File: config.mk
export PLATFORM = sky130hd
export DESIGN_NAME = clrc_grade
export DESIGN_NICKNAME = d
export VERILOG_FILES = /design/src/design/clrc_pkg.sv /design/src/design/clrc_grade.sv
export SDC_FILE = /design/constraint.sdc
export NUM_CORES = 1
export LEC_CHECK = 0
export ABC_AREA = 1
export BUFFER_PORTS_ARGS = -buffer_cell sky130_fd_sc_hd__buf_2
export CORE_ASPECT_RATIO = 1.5
export CORE_MARGIN = 10
export CORE_UTILIZATION = 40
export DETAILED_ROUTE_END_ITERATION = 7
export HOLD_SLACK_MARGIN = 0.03
export MAX_ROUTING_LAYER = met4
export PLACE_DENSITY = 0.78
export SYNTH_ARGS = -nofsm -noshare
export SYNTH_HDL_FRONTEND = slang
export SYNTH_SLANG_ARGS = --single-unit
File: constraint.sdc
create_clock -name clk_i -period 1.3 [get_ports clk_i]
set_input_delay 0.13 -clock clk_i [delete_from_list [all_inputs] [get_ports clk_i]]
set_output_delay 0.13 -clock clk_i [all_outputs]
set_load 0.005 [all_outputs]
File: src/design/clrc_pkg.sv
package clrc_pkg;

  // Field widths
  localparam int unsigned SpeedW   = 15;
  localparam int unsigned DistW    = 15;
  localparam int unsigned GapW     = 13;
  localparam int unsigned FricW    = 11;
  localparam int unsigned ModeW    = 2;
  localparam int unsigned SafeW    = 18;
  localparam int unsigned StatW    = 2;
  localparam int unsigned CfgIdxW  = 2;
  localparam int unsigned CfgDataW = 11;

  // Arithmetic widths
  localparam int unsigned SfW     = SpeedW + FricW;      // own speed times friction
  localparam int unsigned SsW     = 2 * SpeedW;          // own speed squared
  localparam int unsigned HkW     = 18;                  // reaction coefficient
  localparam int unsigned DenW    = 30;                  // divisor
  localparam int unsigned NumW    = 45;                  // dividend
  localparam int unsigned DivW    = DenW + SafeW;        // divider compare width
  localparam int unsigned MarginW = 15;                  // lane limits, 0.1 mm
  localparam int unsigned Gap10W  = GapW + 4;            // gap in 0.1 mm

  // Stopping distance over the common factor 800:
  //   (S*H*44145*F + 12800*S^2) / (317844*F), H in half seconds
  localparam int unsigned ReactK = 44145;
  localparam int unsigned DenK   = 317844;

  localparam logic [HkW-1:0] HkSporty = HkW'(2 * ReactK);
  localparam logic [HkW-1:0] HkNormal = HkW'(3 * ReactK);
  localparam logic [HkW-1:0] HkSafe   = HkW'(4 * ReactK);

  localparam logic [SafeW-1:0] SafeMax = '1;

  // Lane margin in 0.1 mm
  localparam logic [SpeedW-1:0]  LaneKnee = SpeedW'(8000);
  localparam logic [MarginW-1:0] LaneBase = MarginW'(5000);
  localparam logic [MarginW-1:0] LaneZone = MarginW'(2000);

  // Register indexes
  localparam logic [CfgIdxW-1:0] REG_FRICTION = CfgIdxW'(0);
  localparam logic [CfgIdxW-1:0] REG_MODE     = CfgIdxW'(1);

  localparam logic [FricW-1:0] FrictionRst = FricW'(717);

  // Sensitivity codes
  localparam logic [ModeW-1:0] MODE_SPORTY = ModeW'(0);
  localparam logic [ModeW-1:0] MODE_NORMAL = ModeW'(1);
  localparam logic [ModeW-1:0] MODE_SAFE   = ModeW'(2);

  typedef enum logic [StatW-1:0] {
    STAT_OK   = 2'd0,
    STAT_WARN = 2'd1,
    STAT_CRIT = 2'd2
  } status_e;

  typedef struct packed {
    logic [SpeedW-1:0] own_speed;
    logic [SpeedW-1:0] lead_speed;
    logic [DistW-1:0]  radar_distance;
    logic [DistW-1:0]  lidar_distance;
    logic [DistW-1:0]  camera_distance;
    logic [GapW-1:0]   left_lane_gap;
    logic [GapW-1:0]   right_lane_gap;
    logic              end_of_batch;
  } in_item_t;

  typedef struct packed {
    logic [DistW-1:0] fused_distance;
    logic [SafeW-1:0] safe_distance;
    logic [StatW-1:0] frontal_status;
    logic [StatW-1:0] left_status;
    logic [StatW-1:0] right_status;
    logic [StatW-1:0] overall_status;
    logic             batch_last;
  } out_item_t;

  // Per-item results that ride alongside the division
  typedef struct packed {
    logic [DistW-1:0] fused;
    logic             not_closing;
    logic             s_zero;
    status_e          left_st;
    status_e          right_st;
    logic             last;
  } side_t;

  typedef struct packed {
    logic [NumW-1:0]  rem;
    logic [DenW-1:0]  den;
    logic [SafeW-1:0] quo;
    logic             sat;
    side_t            side;
  } pipe_t;

endpackage

File: src/design/clrc_grade.sv
module clrc_grade (
  input  logic                clk_i,
  input  logic                rst_ni,
  input  logic                adv_i,
  input  logic                valid_i,
  input  clrc_pkg::pipe_t     pipe_i,
  output logic                valid_o,
  output clrc_pkg::out_item_t item_o
);
  import clrc_pkg::*;

  logic [SafeW-1:0] safe;
  logic [SafeW-1:0] fused_ext, fused_x2;
  status_e          front;
  logic [StatW-1:0] worst;
  out_item_t        item_d, item_q;
  logic             valid_q;

  always_comb begin
    if (pipe_i.side.s_zero) begin
      safe = '0;
    end else if (pipe_i.sat) begin
      safe = SafeMax;
    end else begin
      safe = pipe_i.quo;
    end

    fused_ext = SafeW'(pipe_i.side.fused);
    fused_x2  = fused_ext << 1;

    if (pipe_i.side.not_closing || fused_ext >= safe) begin
      front = STAT_OK;
    end else if (fused_x2 >= safe) begin
      front = STAT_WARN;
    end else begin
      front = STAT_CRIT;
    end

    worst = front;
    if (pipe_i.side.left_st > worst) begin
      worst = pipe_i.side.left_st;
    end
    if (pipe_i.side.right_st > worst) begin
      worst = pipe_i.side.right_st;
    end

    item_d.fused_distance = pipe_i.side.fused;
    item_d.safe_distance  = safe;
    item_d.frontal_status = front;
    item_d.left_status    = pipe_i.side.left_st;
    item_d.right_status   = pipe_i.side.right_st;
    item_d.overall_status = worst;
    item_d.batch_last     = pipe_i.side.last;
  end

  always_ff @(posedge clk_i or negedge rst_ni) begin
    if (!rst_ni) begin
      valid_q <= 1'b0;
    end else if (adv_i) begin
      valid_q <= valid_i;
    end
  end

  always_ff @(posedge clk_i) begin
    if (adv_i) begin
      item_q <= item_d;
    end
  end

  assign valid_o = valid_q;
  assign item_o  = item_q;

endmodule

==> flow_summary.html, run 1 <==
<table>
<tr><th>Metric</th><th>Value</th></tr>
<tr><th colspan="2">STA</th></tr>
<tr><td>Worst relative slew slack</td><td>between 80 and 90%</td></tr>
<tr><td>Max Freq</td><td>0.334 GHz</td></tr>
<tr><td>Number of hold violations in the final report</td><td>0</td></tr>
<tr><td>Final critical path time including I/O delays and setup</td><td>~3000 ps</td></tr>
<tr><td>Slew at the pin closest to its max-slew limit</td><td>294 ps</td></tr>
<tr><td>Worst-case setup margin in the final layout</td><td>-1700 ps</td></tr>
<tr><td>Final Cycle Share</td><td>230%</td></tr>
<tr><td>Setup repair after global routing missed its margin</td><td>true</td></tr>
<tr><td>Final Skew</td><td>0 ps</td></tr>
<tr><td>Pins over their slew limit</td><td>0</td></tr>
<tr><td>Final setup vio count</td><td>4</td></tr>
<tr><th colspan="2">Yosys</th></tr>
<tr><td>Nets in the synthesized netlist</td><td>around 400</td></tr>
<tr><td>Xor/xnor cell area share of the yosys netlist</td><td>0%</td></tr>
<tr><td>Post-synth design cell area</td><td>~2400 sq um</td></tr>
<tr><td>Number of synthesized register bits</td><td>43</td></tr>
<tr><td>Share of synthesized area spent on multiplexers</td><td>less than 1%</td></tr>
<tr><td>Synthesis Warnings</td><td>0</td></tr>
<tr><td>Avg Inst Size Synth</td><td>10.1 sq um</td></tr>
<tr><td>Synthesized-area fraction occupied by ao, oa, aoi and oai cells</td><td>between 6 and 7%</td></tr>
<tr><td>Post-synthesis instance total</td><td>between 200 and 250</td></tr>
<tr><td>Sequential cell area fraction in the yosys report</td><td>between 50 and 60%</td></tr>
<tr><td>Largest family of logic cells by synthesized area</td><td>adder cells</td></tr>
<tr><td>Count of distinct cell types in the synthesized netlist</td><td>22</td></tr>
<tr><td>Simple-gate portion of the synthesized area</td><td>between 10% and 20%</td></tr>
<tr><td>Area share of fa/ha/maj cells after synthesis</td><td>between 10% and 20%</td></tr>
<tr><th colspan="2">Floorplan</th></tr>
<tr><td>CORE AREA</td><td>a little under 6000 sq um</td></tr>
<tr><td>Initial core utilization</td><td>about 41%</td></tr>
<tr><td>Die outline height</td><td>roughly 120 um</td></tr>
<tr><td>Full die area</td><td>about 9700 sq um</td></tr>
<tr><td>Floorplan row count</td><td>34</td></tr>
<tr><td>Number of top-level pins</td><td>163</td></tr>
<tr><td>Horiz. Die Dim</td><td>around 84 um</td></tr>
<tr><th colspan="2">Power</th></tr>
<tr><td>IR Drop Worst-Case VDD</td><td>~560 uV</td></tr>
<tr><td>Leakage power</td><td>around 0.0018 uW</td></tr>
<tr><td>PD cells</td><td>approximately 1100 nW/um^2</td></tr>
<tr><td>Final total power</td><td>roughly 3900 uW</td></tr>
<tr><th colspan="2">Global routing</th></tr>
<tr><td>Wire length of the first global-routing pass</td><td>~10000 um</td></tr>
<tr><td>Largest net degree at the start of global routing</td><td>26</td></tr>
<tr><td>Remaining global-route overflow</td><td>0</td></tr>
<tr><td>Antenna violations before repair</td><td>0</td></tr>
<tr><td>All-Layer GR Usage</td><td>a little over an eighth</td></tr>
<tr><td>Via count of the first global-routing pass</td><td>~2200</td></tr>
<tr><th colspan="2">Worst hold path</th></tr>
<tr><td>Class of the tightest hold or removal check</td><td>in -&gt; reg</td></tr>
<tr><th colspan="2">Worst setup path</th></tr>
<tr><td>Max incr delay on CP</td><td>between 200 and 300 ps</td></tr>
<tr><td>Arrival time reported for the critical path endpoint</td><td>between 3000 and 4000 ps</td></tr>
<tr><td>Kind of cell adding the most delay to the critical path</td><td>simple AND/OR/NAND/NOR gates</td></tr>
<tr><td>Critical Path Source Type</td><td>input pin</td></tr>
<tr><td>Cell chain of the critical path</td><td>buf_8 -&gt; clkinvlp_4 -&gt; clkbuf_16 -&gt; o21ai_4 -&gt; ha_1 -&gt; nand2_1 -&gt; nor2_2 -&gt; nand2_1 -&gt; nor2_2 -&gt; nand3b_1 -&gt; nand3_4 -&gt; nor2_4 -&gt; inv_2 -&gt; ha_4 -&gt; o22ai_4 -&gt; or2_4 -&gt; nand2_4 -&gt; ha_4 -&gt; inv_2 -&gt; o22ai_2 -&gt; or2_4 -&gt; nand2_2</td></tr>
<tr><td>Max FO, Critical Path</td><td>7</td></tr>
<tr><td>Sum of buffers and inverters on the critical path</td><td>5</td></tr>
<tr><td>Req. time, crit path</td><td>between 1000 and 1500 ps</td></tr>
<tr><td>Worst setup path category</td><td>in -&gt; reg</td></tr>
<tr><td>CP endpoint kind</td><td>register</td></tr>
<tr><td>Library cell contributing the largest single delay on the critical path</td><td>sky130_fd_sc_hd__ha_1</td></tr>
<tr><th colspan="2">Final layout</th></tr>
<tr><td>Area growth from synthesis to final layout</td><td>51.1%</td></tr>
<tr><td>Diodes inserted</td><td>0</td></tr>
<tr><td>Sequential cell area</td><td>approximately 1300 sq um</td></tr>
<tr><td>Layout cell share with drive strength beyond 1</td><td>between 40% and 50%</td></tr>
<tr><td>Nets</td><td>approximately 520</td></tr>
<tr><td>Multi-input combinational cell area</td><td>1220 sq um</td></tr>
<tr><td>FILL cells</td><td>477</td></tr>
<tr><th colspan="2">CTS</th></tr>
<tr><td>Count of H-tree levels built during CTS</td><td>2</td></tr>
<tr><td>Max Buffers Root-to-Sink</td><td>2</td></tr>
<tr><td>Num CTS Buffers</td><td>5</td></tr>
<tr><td>Clock insertion delay at the later pin of the skew report</td><td>around 300 ps</td></tr>
<tr><td>Clock tree from TritonCTS</td><td>yes</td></tr>
<tr><td>Master cell of the clock root buffer</td><td>sky130_fd_sc_hd__clkbuf_8</td></tr>
<tr><td>TritonCTS Sinks</td><td>43</td></tr>
<tr><td>Clock transition at the registers of the reported paths</td><td>about 80 ps</td></tr>
<tr><th colspan="2">Detailed routing</th></tr>
<tr><td>First-pass detailed-route iteration total</td><td>4</td></tr>
<tr><td>Detail-routed net length per standard cell</td><td>approximately 16 um</td></tr>
<tr><td>Overall via count from detail_route</td><td>2134</td></tr>
<tr><td>DRC violation count after routing</td><td>0</td></tr>
<tr><td>Number of vias per cell after detailed routing</td><td>between 4 and 5</td></tr>
<tr><td>Wire length after detailed routing</td><td>about 7100 um</td></tr>
<tr><td>DRT iter0 DRCs</td><td>57</td></tr>
<tr><td>Antenna-violating nets left</td><td>0</td></tr>
<tr><th colspan="2">Place</th></tr>
<tr><td>Placed wire-length estimate after detailed placement</td><td>5320 um</td></tr>
<tr><td>Post-Place Setup Slack</td><td>-2000 ps</td></tr>
<tr><td>Buffers on Ports</td><td>87</td></tr>
<tr><td>Final estimated routing congestion in global placement</td><td>0.782</td></tr>
<tr><th colspan="2">Outcome</th></tr>
<tr><td>Result of the run</td><td>finished with violations</td></tr>
<tr><td>Violated checks</td><td>setup timing</td></tr>
<tr><th colspan="2">Flow run</th></tr>
<tr><td>Number of max-capacitance violations reported</td><td>0</td></tr>
</table>
==> metrics by stage <==
stage | instances | hold WS, ps | setup TNS [ps] | utilization [%] | cell area (sq um)
2_1_floorplan | 240 | -166 | -2940 | - | 2570
4_1_cts | 433 | 36.0 | -2840 | 59.2 | 3480
5_1_grt | 439 | 36.2 | -3770 | 62.7 | 3680
3_3_place_gp | 420 | -94.7 | -3920 | 55.6 | 3260
6_report | 439 | 40.4 | -3440 | 62.7 | 3680
3_5_place_dp | 420 | -94.1 | -4240 | 55.6 | 3260
==> report_power, final <==
group | internal, uW | switching, uW | leakage, uW
registers | 1650 | 26.4 | 0.000421
logic | 466 | 502 | 0.00130
clock network | 768 | 474 | 0.0000654
total | 2890 | 1000 | 0.00179
==> cell usage in the layout, fill, tap and decap left out, types with 2 or more instances in the layout <==
master                           n
sky130_fd_sc_hd__edfxtp_1       42
sky130_fd_sc_hd__buf_12          3
sky130_fd_sc_hd__nand3_1         5
sky130_fd_sc_hd__inv_1          38
sky130_fd_sc_hd__o21ai_0         3
sky130_fd_sc_hd__or2_4           2
sky130_fd_sc_hd__buf_2          86
sky130_fd_sc_hd__clkbuf_8        5
sky130_fd_sc_hd__nor2_1         19
sky130_fd_sc_hd__dlygate4sd3_1   4
sky130_fd_sc_hd__ha_1           29
sky130_fd_sc_hd__a21o_1          3
sky130_fd_sc_hd__o21ai_1         4
sky130_fd_sc_hd__inv_2           5
sky130_fd_sc_hd__o21ai_4         5
sky130_fd_sc_hd__nor2_2          6
sky130_fd_sc_hd__nand2_2         3
sky130_fd_sc_hd__bufinv_16       2
sky130_fd_sc_hd__nand2_4         2
sky130_fd_sc_hd__nor2_4          2
sky130_fd_sc_hd__ha_4            7
sky130_fd_sc_hd__nand2_1        41
sky130_fd_sc_hd__a21oi_1         7
sky130_fd_sc_hd__buf_4          26
sky130_fd_sc_hd__o21ai_2         5
==> cell families after synthesis <==
| group | after synthesis |
|---|---|
| simple gates | 83 |
| buf+inv | 47 |
| flops | 43 |
| fa+ha+maj | 36 |
| compound gates | 30 |
| mux | 1 |
==> metal layers <==
metal / wire [um] / GRT usage [%]
met5: 0 / -
met4: 133 / 6.16
met3: 288 / 2.32
met2: 4020 / 26.0
met1: 2670 / 12.7
==> what timing repair did <==
item,CTS,global route
cloned,0,1
setup buffers,1,5
gates resized for setup,8,30
hold buffers,4,0
pin swaps,4,24
hold endpoints to repair,4,0
endpoints found under the setup margin,4,4
==> sequential cells by signal (all words and copies together) (netlist names) <==
| signal | flops |
|---|---|
| item_o | 42 |
| valid_o | 1 |
==> worst paths after layout <==
kind | from | endpoint | slack, ps | cells after the start
max reg2reg | valid_o$_DFFE_PN0P_ | valid_o$_DFFE_PN0P_ | 570 | 1
min | pipe_i[2] | item_o[4]$_DFFE_PP_ | 40 | 1
max in group asynchronous | rst_ni | valid_o$_DFFE_PN0P_ | 1100 | 2
min in group asynchronous | rst_ni | valid_o$_DFFE_PN0P_ | 120 | 2
min reg2reg | valid_o$_DFFE_PN0P_ | valid_o$_DFFE_PN0P_ | 510 | 1
max | pipe_i[5] | item_o[1]$_DFFE_PP_ | -1700 | 22
==> cell type report <==
cell class / instances / share of cell area [%]
Sequential cell: 43 / 35.0
Multi-Input combinational cell: 150 / 33.3
Timing Repair Buffer: 122 / 21.1
Inverter: 44 / 4.59
Tap cell: 72 / 2.45
Clock buffer: 6 / 1.97
Clock inverter: 2 / 1.63
==> synth_stat cells <==
master,count,area (sq um)
sky130_fd_sc_hd__nand2_1,44,165
sky130_fd_sc_hd__inv_1,43,161
sky130_fd_sc_hd__edfxtp_1,42,1260
sky130_fd_sc_hd__ha_1,36,450
sky130_fd_sc_hd__nor2_1,26,97.6
sky130_fd_sc_hd__o21ai_0,15,75.1
sky130_fd_sc_hd__a21oi_1,7,35.0
sky130_fd_sc_hd__nand3_1,6,30.0
sky130_fd_sc_hd__a21o_1,3,22.5
sky130_fd_sc_hd__clkbuf_1,2,7.51
sky130_fd_sc_hd__nand2_2,2,12.5
sky130_fd_sc_hd__o21ai_1,2,10.0
sky130_fd_sc_hd__o22ai_1,2,12.5
sky130_fd_sc_hd__or2_2,2,12.5
sky130_fd_sc_hd__a31oi_1,1,6.26
sky130_fd_sc_hd__buf_6,1,11.3
sky130_fd_sc_hd__dfrtp_1,1,25.0
sky130_fd_sc_hd__inv_2,1,3.75
sky130_fd_sc_hd__mux2_2,1,11.3
sky130_fd_sc_hd__nand3_2,1,10.0
sky130_fd_sc_hd__nand3b_1,1,7.51
sky130_fd_sc_hd__nor2_2,1,6.26
No activity file was read; power rests on OpenSTA's default activity.
==> run 2, diff against run 1 <==
--- a/config.mk
+++ b/config.mk
@@ -6,7 +6,7 @@
 export NUM_CORES = 1
 export LEC_CHECK = 0
 export ABC_AREA = 1
-export BUFFER_PORTS_ARGS = -buffer_cell sky130_fd_sc_hd__buf_2
+export BUFFER_PORTS_ARGS = -buffer_cell sky130_fd_sc_hd__buf_4
 export CORE_ASPECT_RATIO = 1.5
 export CORE_MARGIN = 10
 export CORE_UTILIZATION = 40
==> flow_summary.html, run 2 (same netlist as run 1, synthesis figures left out) <==
<table>
<tr><th>Metric</th><th>Value</th></tr>
<tr><th colspan="2">Outcome</th></tr>
<tr><td>Result of the run</td><td>finished with violations</td></tr>
<tr><td>Violated checks</td><td>setup timing</td></tr>
<tr><th colspan="2">CTS</th></tr>
<tr><td>Clock insertion delay at the later pin of the skew report</td><td>300 ps (about the same)</td></tr>
<tr><td>Max Buffers Root-to-Sink</td><td>2 (unchanged)</td></tr>
<tr><td>Count of H-tree levels built during CTS</td><td>2 (unchanged)</td></tr>
<tr><td>Clock tree from TritonCTS</td><td>yes</td></tr>
<tr><td>Master cell of the clock root buffer</td><td>sky130_fd_sc_hd__clkbuf_8</td></tr>
<tr><td>TritonCTS Sinks</td><td>43 (unchanged)</td></tr>
<tr><td>Num CTS Buffers</td><td>5 (unchanged)</td></tr>
<tr><td>Clock transition at the registers of the reported paths</td><td>90 ps (about the same)</td></tr>
<tr><th colspan="2">Worst setup path</th></tr>
<tr><td>CP endpoint kind</td><td>register</td></tr>
<tr><td>Kind of cell adding the most delay to the critical path</td><td>simple AND/OR/NAND/NOR gates</td></tr>
<tr><td>Number of cells on the worst reg-to-reg path</td><td>1 (unchanged)</td></tr>
<tr><td>Arrival time reported for the critical path endpoint</td><td>3060 ps (about the same)</td></tr>
<tr><td>Sum of buffers and inverters on the critical path</td><td>5 (unchanged)</td></tr>
<tr><td>Library cell contributing the largest single delay on the critical path</td><td>sky130_fd_sc_hd__ha_4</td></tr>
<tr><td>Worst R2R End</td><td>valid_o$_DFFE_PN0P_</td></tr>
<tr><td>Flop-to-flop setup slack</td><td>550 ps (-20 ps)</td></tr>
<tr><td>Startpoint of the lowest-slack register-to-register path</td><td>valid_o$_DFFE_PN0P_</td></tr>
<tr><td>Max incr delay on CP</td><td>290 ps (+20 ps)</td></tr>
<tr><td>Origin of the worst setup path</td><td>pipe_i[5]</td></tr>
<tr><td>Cell chain of the critical path</td><td>buf_8 -&gt; clkinvlp_4 -&gt; clkbuf_16 -&gt; o21ai_4 -&gt; ha_1 -&gt; a21o_1 -&gt; nor2_1 -&gt; nand3_1 -&gt; nand2_1 -&gt; nand2_2 -&gt; nor2_4 -&gt; inv_2 -&gt; ha_4 -&gt; nor2_4 -&gt; o22ai_4 -&gt; or2_4 -&gt; nand2_4 -&gt; ha_4 -&gt; inv_2 -&gt; o22ai_4 -&gt; or2_4 -&gt; nand2_1</td></tr>
<tr><td>Worst setup path category</td><td>in -&gt; reg</td></tr>
<tr><td>Max FO, Critical Path</td><td>7 (unchanged)</td></tr>
<tr><td>Req. time, crit path</td><td>1370 ps (about the same)</td></tr>
<tr><td>Critical Path Source Type</td><td>input pin</td></tr>
<tr><th colspan="2">STA</th></tr>
<tr><td>Worst relative slew slack</td><td>80.9% (+0.58 points)</td></tr>
<tr><td>Pins over their slew limit</td><td>0 (unchanged)</td></tr>
<tr><td>Final critical path time including I/O delays and setup</td><td>2980 ps (-13.0 ps)</td></tr>
<tr><td>Final Cycle Share</td><td>229% (-1.0 points)</td></tr>
<tr><td>Setup repair after global routing missed its margin</td><td>true</td></tr>
<tr><td>Final Skew</td><td>0 ps (unchanged)</td></tr>
<tr><td>Summed negative setup slack over all endpoints</td><td>-3100 ps (+335 ps)</td></tr>
<tr><td>Max Freq</td><td>0.335 GHz (+0.44%)</td></tr>
<tr><td>Worst-case setup margin in the final layout</td><td>-1680 ps (+13.0 ps)</td></tr>
<tr><td>Final setup vio count</td><td>4 (unchanged)</td></tr>
<tr><td>Number of hold violations in the final report</td><td>0 (unchanged)</td></tr>
<tr><td>Slew at the pin closest to its max-slew limit</td><td>287 ps (-7.77 ps)</td></tr>
<tr><th colspan="2">Global routing</th></tr>
<tr><td>Via count of the first global-routing pass</td><td>2480 (+12%)</td></tr>
<tr><td>Largest net degree at the start of global routing</td><td>23 (-12%)</td></tr>
<tr><td>All-Layer GR Usage</td><td>15.4% (+1.9 points)</td></tr>
<tr><td>Remaining global-route overflow</td><td>0 (unchanged)</td></tr>
<tr><td>Antenna violations before repair</td><td>0 (unchanged)</td></tr>
<tr><td>Wire length of the first global-routing pass</td><td>11700 um (+15%)</td></tr>
<tr><th colspan="2">Final layout</th></tr>
<tr><td>Diodes inserted</td><td>0 (unchanged)</td></tr>
<tr><td>Top library cells by usage in the layout, fill and taps aside</td><td>sky130_fd_sc_hd__buf_4, sky130_fd_sc_hd__edfxtp_1, sky130_fd_sc_hd__inv_1, sky130_fd_sc_hd__nand2_1, sky130_fd_sc_hd__ha_1</td></tr>
<tr><td>Multi-input combinational cell area</td><td>1320 sq um (+7.7%)</td></tr>
<tr><td>Layout cell share with drive strength beyond 1</td><td>50.1% (+4.1 points)</td></tr>
<tr><td>Nets</td><td>540 (+3.4%)</td></tr>
<tr><td>Sequential cell area</td><td>1290 sq um (unchanged)</td></tr>
<tr><td>Most common cell after layout, fill and taps aside</td><td>sky130_fd_sc_hd__buf_4</td></tr>
<tr><td>Area growth from synthesis to final layout</td><td>68.4%</td></tr>
<tr><td>FILL cells</td><td>427 (-10%)</td></tr>
<tr><td>Final cell count without fillers</td><td>457 (+4.1%)</td></tr>
<tr><td>Largest register FFs</td><td>42 (unchanged)</td></tr>
<tr><th colspan="2">Place</th></tr>
<tr><td>Placed insts</td><td>425 (+1.2%)</td></tr>
<tr><td>Final estimated routing congestion in global placement</td><td>0.779 (-0.40%)</td></tr>
<tr><td>Placed wire-length estimate after detailed placement</td><td>5470 um (+2.9%)</td></tr>
<tr><td>Buffers on Ports</td><td>87 (unchanged)</td></tr>
<tr><th colspan="2">Detailed routing</th></tr>
<tr><td>Wire length after detailed routing</td><td>8020 um (+13%)</td></tr>
<tr><td>DRC violation count after routing</td><td>0 (unchanged)</td></tr>
<tr><td>First-pass detailed-route iteration total</td><td>4 (unchanged)</td></tr>
<tr><td>DRT iter0 DRCs</td><td>76 (+33%)</td></tr>
<tr><td>Overall via count from detail_route</td><td>2286 (+7.1%)</td></tr>
<tr><td>Number of vias per cell after detailed routing</td><td>5.00 (+2.9%)</td></tr>
<tr><td>Detail-routed net length per standard cell</td><td>17.5 um (+8.4%)</td></tr>
<tr><td>Antenna-violating nets left</td><td>0 (unchanged)</td></tr>
<tr><th colspan="2">Floorplan</th></tr>
<tr><td>Die outline height</td><td>116 um (unchanged)</td></tr>
<tr><td>CORE AREA</td><td>5870 sq um (unchanged)</td></tr>
<tr><td>Initial core utilization</td><td>41.5% (unchanged)</td></tr>
<tr><td>Number of top-level pins</td><td>163 (unchanged)</td></tr>
<tr><td>Horiz. Die Dim</td><td>83.7 um (unchanged)</td></tr>
<tr><td>Floorplan row count</td><td>34 (unchanged)</td></tr>
<tr><td>Full die area</td><td>9670 sq um (unchanged)</td></tr>
<tr><th colspan="2">Power</th></tr>
<tr><td>IR Drop Worst-Case VDD</td><td>528 uV (-5.2%)</td></tr>
<tr><td>Comb pwr share</td><td>31.4% (+6.5 points)</td></tr>
<tr><td>NetSw</td><td>1070 uW (+6.8%)</td></tr>
<tr><td>Leakage power</td><td>0.00194 uW (+8.3%)</td></tr>
<tr><td>Internal power component</td><td>2720 uW (-5.8%)</td></tr>
<tr><td>Fraction of power spent switching nets</td><td>28.2% (+2.5 points)</td></tr>
<tr><td>Clock network fraction of total power</td><td>24.0% (-7.9 points)</td></tr>
<tr><td>Sequential power share</td><td>44.5% (+1.3 points)</td></tr>
<tr><td>PD cells</td><td>924 nW/um^2 (-13%)</td></tr>
<tr><th colspan="2">Worst hold path</th></tr>
<tr><td>Instance count along the most critical hold path</td><td>1 (unchanged)</td></tr>
<tr><td>Hold Crit Endpoint</td><td>item_o[33]$_DFFE_PP_</td></tr>
<tr><td>Class of the tightest hold or removal check</td><td>in -&gt; reg</td></tr>
<tr><td>Origin of the worst min-delay path</td><td>pipe_i[13]</td></tr>
<tr><th colspan="2">Flow run</th></tr>
<tr><td>Number of max-capacitance violations reported</td><td>0 (unchanged)</td></tr>
</table>
[run 2: routing by layer]
layer	track usage, %	share of wire, %	wire length [um]	vias to the layer above
met5	-	0	0	-
met4	7.17	2.8	221	0
met3	2.74	5.3	426	18
met2	30.4	58	4630	85
met1	13.7	34	2740	1098
li1	-	-	-	1085
[run 2: per-stage QoR]
| step | setup WS [ps] | total power [uW] | cell area (sq um) | utilization [%] | hold WS, ps |
|---|---|---|---|---|---|
| final | -1680 | 3790 | 4100 | 69.9 | 37.5 |
| after detailed placement | -1950 | 2640 | 3510 | 59.7 | -93.9 |
| after global placement | -1840 | 2600 | 3510 | 59.7 | -94.6 |
| after global routing | -1810 | 3970 | 4100 | 69.9 | 31.7 |
| after floorplan | -1650 | 2120 | 2570 | - | -166 |
| after CTS | -1520 | 3690 | 3960 | 67.4 | 31.4 |
[run 2: power by group through the flow]
stage	clock network [uW]	logic, uW	registers, uW
floorplan	0	385	1730
global placement	0	884	1710
global route	968	1310	1700
detailed placement	0	917	1720
finish	910	1190	1690
CTS	912	1090	1690
[run 2: worst max-delay path by stage]
stage	endpoint	slack (ps)	depth (start not counted)
after global routing	item_o[1]$_DFFE_PP_	-1810	25
after detailed placement	item_o[1]$_DFFE_PP_	-1950	23
after floorplan	item_o[1]$_DFFE_PP_	-1650	21
final	item_o[1]$_DFFE_PP_	-1680	22
after CTS	item_o[1]$_DFFE_PP_	-1520	22
after global placement	item_o[1]$_DFFE_PP_	-1840	23
[run 2: cell type report]
| type | instances | share of cell area (%) |
|---|---|---|
| Clock buffer | 7 | 2.10 |
| Multi-Input combinational cell | 150 | 32.2 |
| Inverter | 44 | 4.12 |
| Sequential cell | 43 | 31.4 |
| Tap cell | 72 | 2.20 |
| Timing Repair Buffer | 140 | 27.9 |
| Clock inverter | 1 | 0.122 |
[run 2: what timing repair did]
action / in CTS / in global routing
endpoints found under the hold margin: 11 / 0
pin swaps: 20 / 11
setup buffers: 9 / 2
cloned: 1 / 1
resized for setup: 33 / 19
hold buffers: 11 / 0
endpoints found under the setup margin: 4 / 4
==> run 3, diff against run 2 <==
==> constraint.sdc (replaced) <==
create_clock -name clk_i -period 1.3 [get_ports clk_i]
set_input_delay 0.065 -clock clk_i [delete_from_list [all_inputs] [get_ports clk_i]]
set_output_delay 0.065 -clock clk_i [all_outputs]
set_load 0.005 [all_outputs]
==> flow_summary.html, run 3 (same netlist as run 1, synthesis figures left out) <==
<table>
<tr><th>Metric</th><th>Value</th></tr>
<tr><th colspan="2">Outcome</th></tr>
<tr><td>Result of the run</td><td>finished with violations</td></tr>
<tr><td>Violated checks</td><td>setup timing</td></tr>
<tr><th colspan="2">Worst setup path</th></tr>
<tr><td>Kind of cell adding the most delay to the critical path</td><td>simple AND/OR/NAND/NOR gates</td></tr>
<tr><td>Max incr delay on CP</td><td>300 ps (about the same)</td></tr>
<tr><td>CP endpoint kind</td><td>register</td></tr>
<tr><td>Critical Path Source Type</td><td>input pin</td></tr>
<tr><td>Req. time, crit path</td><td>1360 ps (about the same)</td></tr>
<tr><td>Cell chain of the critical path</td><td>buf_8 -&gt; clkinvlp_4 -&gt; clkbuf_16 -&gt; o21ai_1 -&gt; ha_1 -&gt; nand2_1 -&gt; nor2_2 -&gt; nand2_1 -&gt; nand3b_1 -&gt; nand3_2 -&gt; nor2_4 -&gt; inv_2 -&gt; ha_4 -&gt; nor2_4 -&gt; o22ai_4 -&gt; or2_4 -&gt; nand2_4 -&gt; ha_4 -&gt; inv_2 -&gt; o22ai_2 -&gt; or2_4 -&gt; nand2_1</td></tr>
<tr><td>Critical path's most frequent cell</td><td>sky130_fd_sc_hd__nand2_1</td></tr>
<tr><td>Max FO, Critical Path</td><td>7 (unchanged)</td></tr>
<tr><td>Arrival time reported for the critical path endpoint</td><td>2950 ps (-110 ps)</td></tr>
<tr><td>Flop-to-flop setup slack</td><td>560 ps (about the same)</td></tr>
<tr><td>Worst setup path category</td><td>in -&gt; reg</td></tr>
<tr><td>Sum of buffers and inverters on the critical path</td><td>5 (unchanged)</td></tr>
<tr><td>Library cell contributing the largest single delay on the critical path</td><td>sky130_fd_sc_hd__ha_1</td></tr>
<tr><th colspan="2">Power</th></tr>
<tr><td>Leakage power</td><td>0.00194 uW (-0.18%)</td></tr>
<tr><td>Clock network fraction of total power</td><td>22.9% (-1.1 points)</td></tr>
<tr><td>IR Drop Worst-Case VDD</td><td>508 uV (-3.7%)</td></tr>
<tr><td>Final total power</td><td>3670 uW (-3.1%)</td></tr>
<tr><td>Internal power component</td><td>2650 uW (-2.4%)</td></tr>
<tr><td>Fraction of power spent switching nets</td><td>27.7% (-0.51 points)</td></tr>
<tr><td>Sequential power share</td><td>45.9% (+1.4 points)</td></tr>
<tr><td>PD cells</td><td>902 nW/um^2 (-2.4%)</td></tr>
<tr><td>Comb pwr share</td><td>31.2% (-0.2 points)</td></tr>
<tr><td>NetSw</td><td>1020 uW (-4.9%)</td></tr>
<tr><th colspan="2">STA</th></tr>
<tr><td>Final setup vio count</td><td>4 (unchanged)</td></tr>
<tr><td>WHS</td><td>46.2 ps (+8.68 ps)</td></tr>
<tr><td>Pins over their slew limit</td><td>0 (unchanged)</td></tr>
<tr><td>Final Skew</td><td>0 ps (unchanged)</td></tr>
<tr><td>Setup repair after global routing missed its margin</td><td>true</td></tr>
<tr><td>Max Freq</td><td>0.347 GHz (+3.5%)</td></tr>
<tr><td>Slew at the pin closest to its max-slew limit</td><td>289 ps (+2.15 ps)</td></tr>
<tr><td>Worst relative slew slack</td><td>80.6% (-0.27 points)</td></tr>
<tr><td>Number of hold violations in the final report</td><td>0 (unchanged)</td></tr>
<tr><td>Final Cycle Share</td><td>222% (-7.8 points)</td></tr>
<tr><td>Final critical path time including I/O delays and setup</td><td>2880 ps (-101 ps)</td></tr>
<tr><td>Worst-case setup margin in the final layout</td><td>-1580 ps (+101 ps)</td></tr>
<tr><th colspan="2">Final layout</th></tr>
<tr><td>Layout cell share with drive strength beyond 1</td><td>46.4% (-3.7 points)</td></tr>
<tr><td>Multi-input combinational cell area</td><td>1260 sq um (-4.4%)</td></tr>
<tr><td>Area growth from synthesis to final layout</td><td>67.3%</td></tr>
<tr><td>Final cell count without fillers</td><td>462 (+1.1%)</td></tr>
<tr><td>Final standard cell utilization of the core</td><td>69.4% (-0.49 points)</td></tr>
<tr><td>Top library cells by usage in the layout, fill and taps aside</td><td>sky130_fd_sc_hd__buf_4, sky130_fd_sc_hd__edfxtp_1, sky130_fd_sc_hd__nand2_1</td></tr>
<tr><td>Sequential cell area</td><td>1290 sq um (unchanged)</td></tr>
<tr><td>Nets</td><td>545 (+0.93%)</td></tr>
<tr><td>FILL cells</td><td>454 (+6.3%)</td></tr>
<tr><td>Most common cell after layout, fill and taps aside</td><td>sky130_fd_sc_hd__buf_4</td></tr>
<tr><td>Largest register FFs</td><td>42 (unchanged)</td></tr>
<tr><td>Diodes inserted</td><td>0 (unchanged)</td></tr>
<tr><th colspan="2">CTS</th></tr>
<tr><td>Master cell of the clock root buffer</td><td>sky130_fd_sc_hd__clkbuf_8</td></tr>
<tr><td>Clock tree from TritonCTS</td><td>yes</td></tr>
<tr><td>Clock transition at the registers of the reported paths</td><td>80 ps (about the same)</td></tr>
<tr><td>TritonCTS Sinks</td><td>43 (unchanged)</td></tr>
<tr><td>Max Buffers Root-to-Sink</td><td>2 (unchanged)</td></tr>
<tr><td>Clock insertion delay at the later pin of the skew report</td><td>300 ps (about the same)</td></tr>
<tr><td>Num CTS Buffers</td><td>5 (unchanged)</td></tr>
<tr><td>Count of H-tree levels built during CTS</td><td>2 (unchanged)</td></tr>
<tr><th colspan="2">Detailed routing</th></tr>
<tr><td>Number of vias per cell after detailed routing</td><td>4.91 (-1.9%)</td></tr>
<tr><td>Wire length after detailed routing</td><td>7710 um (-3.8%)</td></tr>
<tr><td>DRT iter0 DRCs</td><td>80 (+5.3%)</td></tr>
<tr><td>DRC violation count after routing</td><td>0 (unchanged)</td></tr>
<tr><td>First-pass detailed-route iteration total</td><td>4 (unchanged)</td></tr>
<tr><td>Overall via count from detail_route</td><td>2268 (-0.79%)</td></tr>
<tr><td>Detail-routed net length per standard cell</td><td>16.7 um (-4.8%)</td></tr>
<tr><td>Antenna-violating nets left</td><td>0 (unchanged)</td></tr>
<tr><th colspan="2">Floorplan</th></tr>
<tr><td>Horiz. Die Dim</td><td>83.7 um (unchanged)</td></tr>
<tr><td>Initial core utilization</td><td>41.5% (unchanged)</td></tr>
<tr><td>Floorplan row count</td><td>34 (unchanged)</td></tr>
<tr><td>Full die area</td><td>9670 sq um (unchanged)</td></tr>
<tr><td>CORE AREA</td><td>5870 sq um (unchanged)</td></tr>
<tr><td>Number of top-level pins</td><td>163 (unchanged)</td></tr>
<tr><td>Die outline height</td><td>116 um (unchanged)</td></tr>
<tr><th colspan="2">Place</th></tr>
<tr><td>Post-Place Setup Slack</td><td>-1900 ps (+54.5 ps)</td></tr>
<tr><td>Placed insts</td><td>425 (unchanged)</td></tr>
<tr><td>Placed wire-length estimate after detailed placement</td><td>5520 um (+0.80%)</td></tr>
<tr><td>Final estimated routing congestion in global placement</td><td>0.779 (about the same)</td></tr>
<tr><td>Buffers on Ports</td><td>87 (unchanged)</td></tr>
<tr><th colspan="2">Global routing</th></tr>
<tr><td>Largest net degree at the start of global routing</td><td>23 (unchanged)</td></tr>
<tr><td>Via count of the first global-routing pass</td><td>2514 (+1.4%)</td></tr>
<tr><td>Antenna violations before repair</td><td>0 (unchanged)</td></tr>
<tr><td>All-Layer GR Usage</td><td>15.7% (+0.28 points)</td></tr>
<tr><td>Remaining global-route overflow</td><td>0 (unchanged)</td></tr>
<tr><td>Wire length of the first global-routing pass</td><td>11800 um (+1.4%)</td></tr>
<tr><th colspan="2">Flow run</th></tr>
<tr><td>Number of max-capacitance violations reported</td><td>0 (unchanged)</td></tr>
<tr><th colspan="2">Worst hold path</th></tr>
<tr><td>Class of the tightest hold or removal check</td><td>in -&gt; reg</td></tr>
</table>
[run 3: cell count changes in the layout (fill, tap and decap cells not counted), sizes merged]
cell,change
dlygate4sd3,+8
clkinv,-1
buf,-2
[run 3: layer usage]
layer | GRT usage [%] | share of wire [%]
met4 | 6.94 | 2.2
met1 | 14.1 | 34
met2 | 31.1 | 58
met5 | - | 0
met3 | 2.60 | 5.4
[run 3: final timing paths]
kind,depth (start not counted),from,to
worst max-delay path,22,pipe_i[5],item_o[1]$_DFFE_PP_
worst min-delay path,2,pipe_i[7],item_o[27]$_DFFE_PP_
worst max register to register,1,valid_o$_DFFE_PN0P_,valid_o$_DFFE_PN0P_
worst min register to register,1,valid_o$_DFFE_PN0P_,valid_o$_DFFE_PN0P_
max in group asynchronous,2,rst_ni,valid_o$_DFFE_PN0P_
min in group asynchronous,2,rst_ni,valid_o$_DFFE_PN0P_
[run 3: metrics by stage]
stage	setup TNS, ps	area [sq um]
final	-2660	4070
after CTS	-2420	4020
after floorplan	-2680	2570
after global placement	-3610	3510
after global routing	-3150	4070
after detailed placement	-3850	3510
[run 3: final cells by class]
type / instances / area share (%)
clock buffer: 8 / 1.97
timing repair buffer: 145 / 29.1
sequential: 43 / 31.6
inverter: 44 / 4.15
tap: 72 / 2.21
multi-input combinational: 150 / 31.0
[run 3: timing repair]
item                                    in CTS  in global routing
endpoints found under the setup margin       4                  4
hold endpoints to repair                    19                  0
hold buffers                                19                  0
pin swaps                                   20                  7
gates resized for setup                     30                 12
gates cloned                                 1                  0
buffers inserted                             9                  0
[run 3: power by group through the flow]
stage                     clock (uW)  combinational [uW]  sequential (uW)
after detailed placement           0                 921             1720
final                            842                1140             1690
after CTS                        853                1100             1690
after global routing             895                1260             1700
after global placement             0                 884             1710
after floorplan                    0                 385             1730
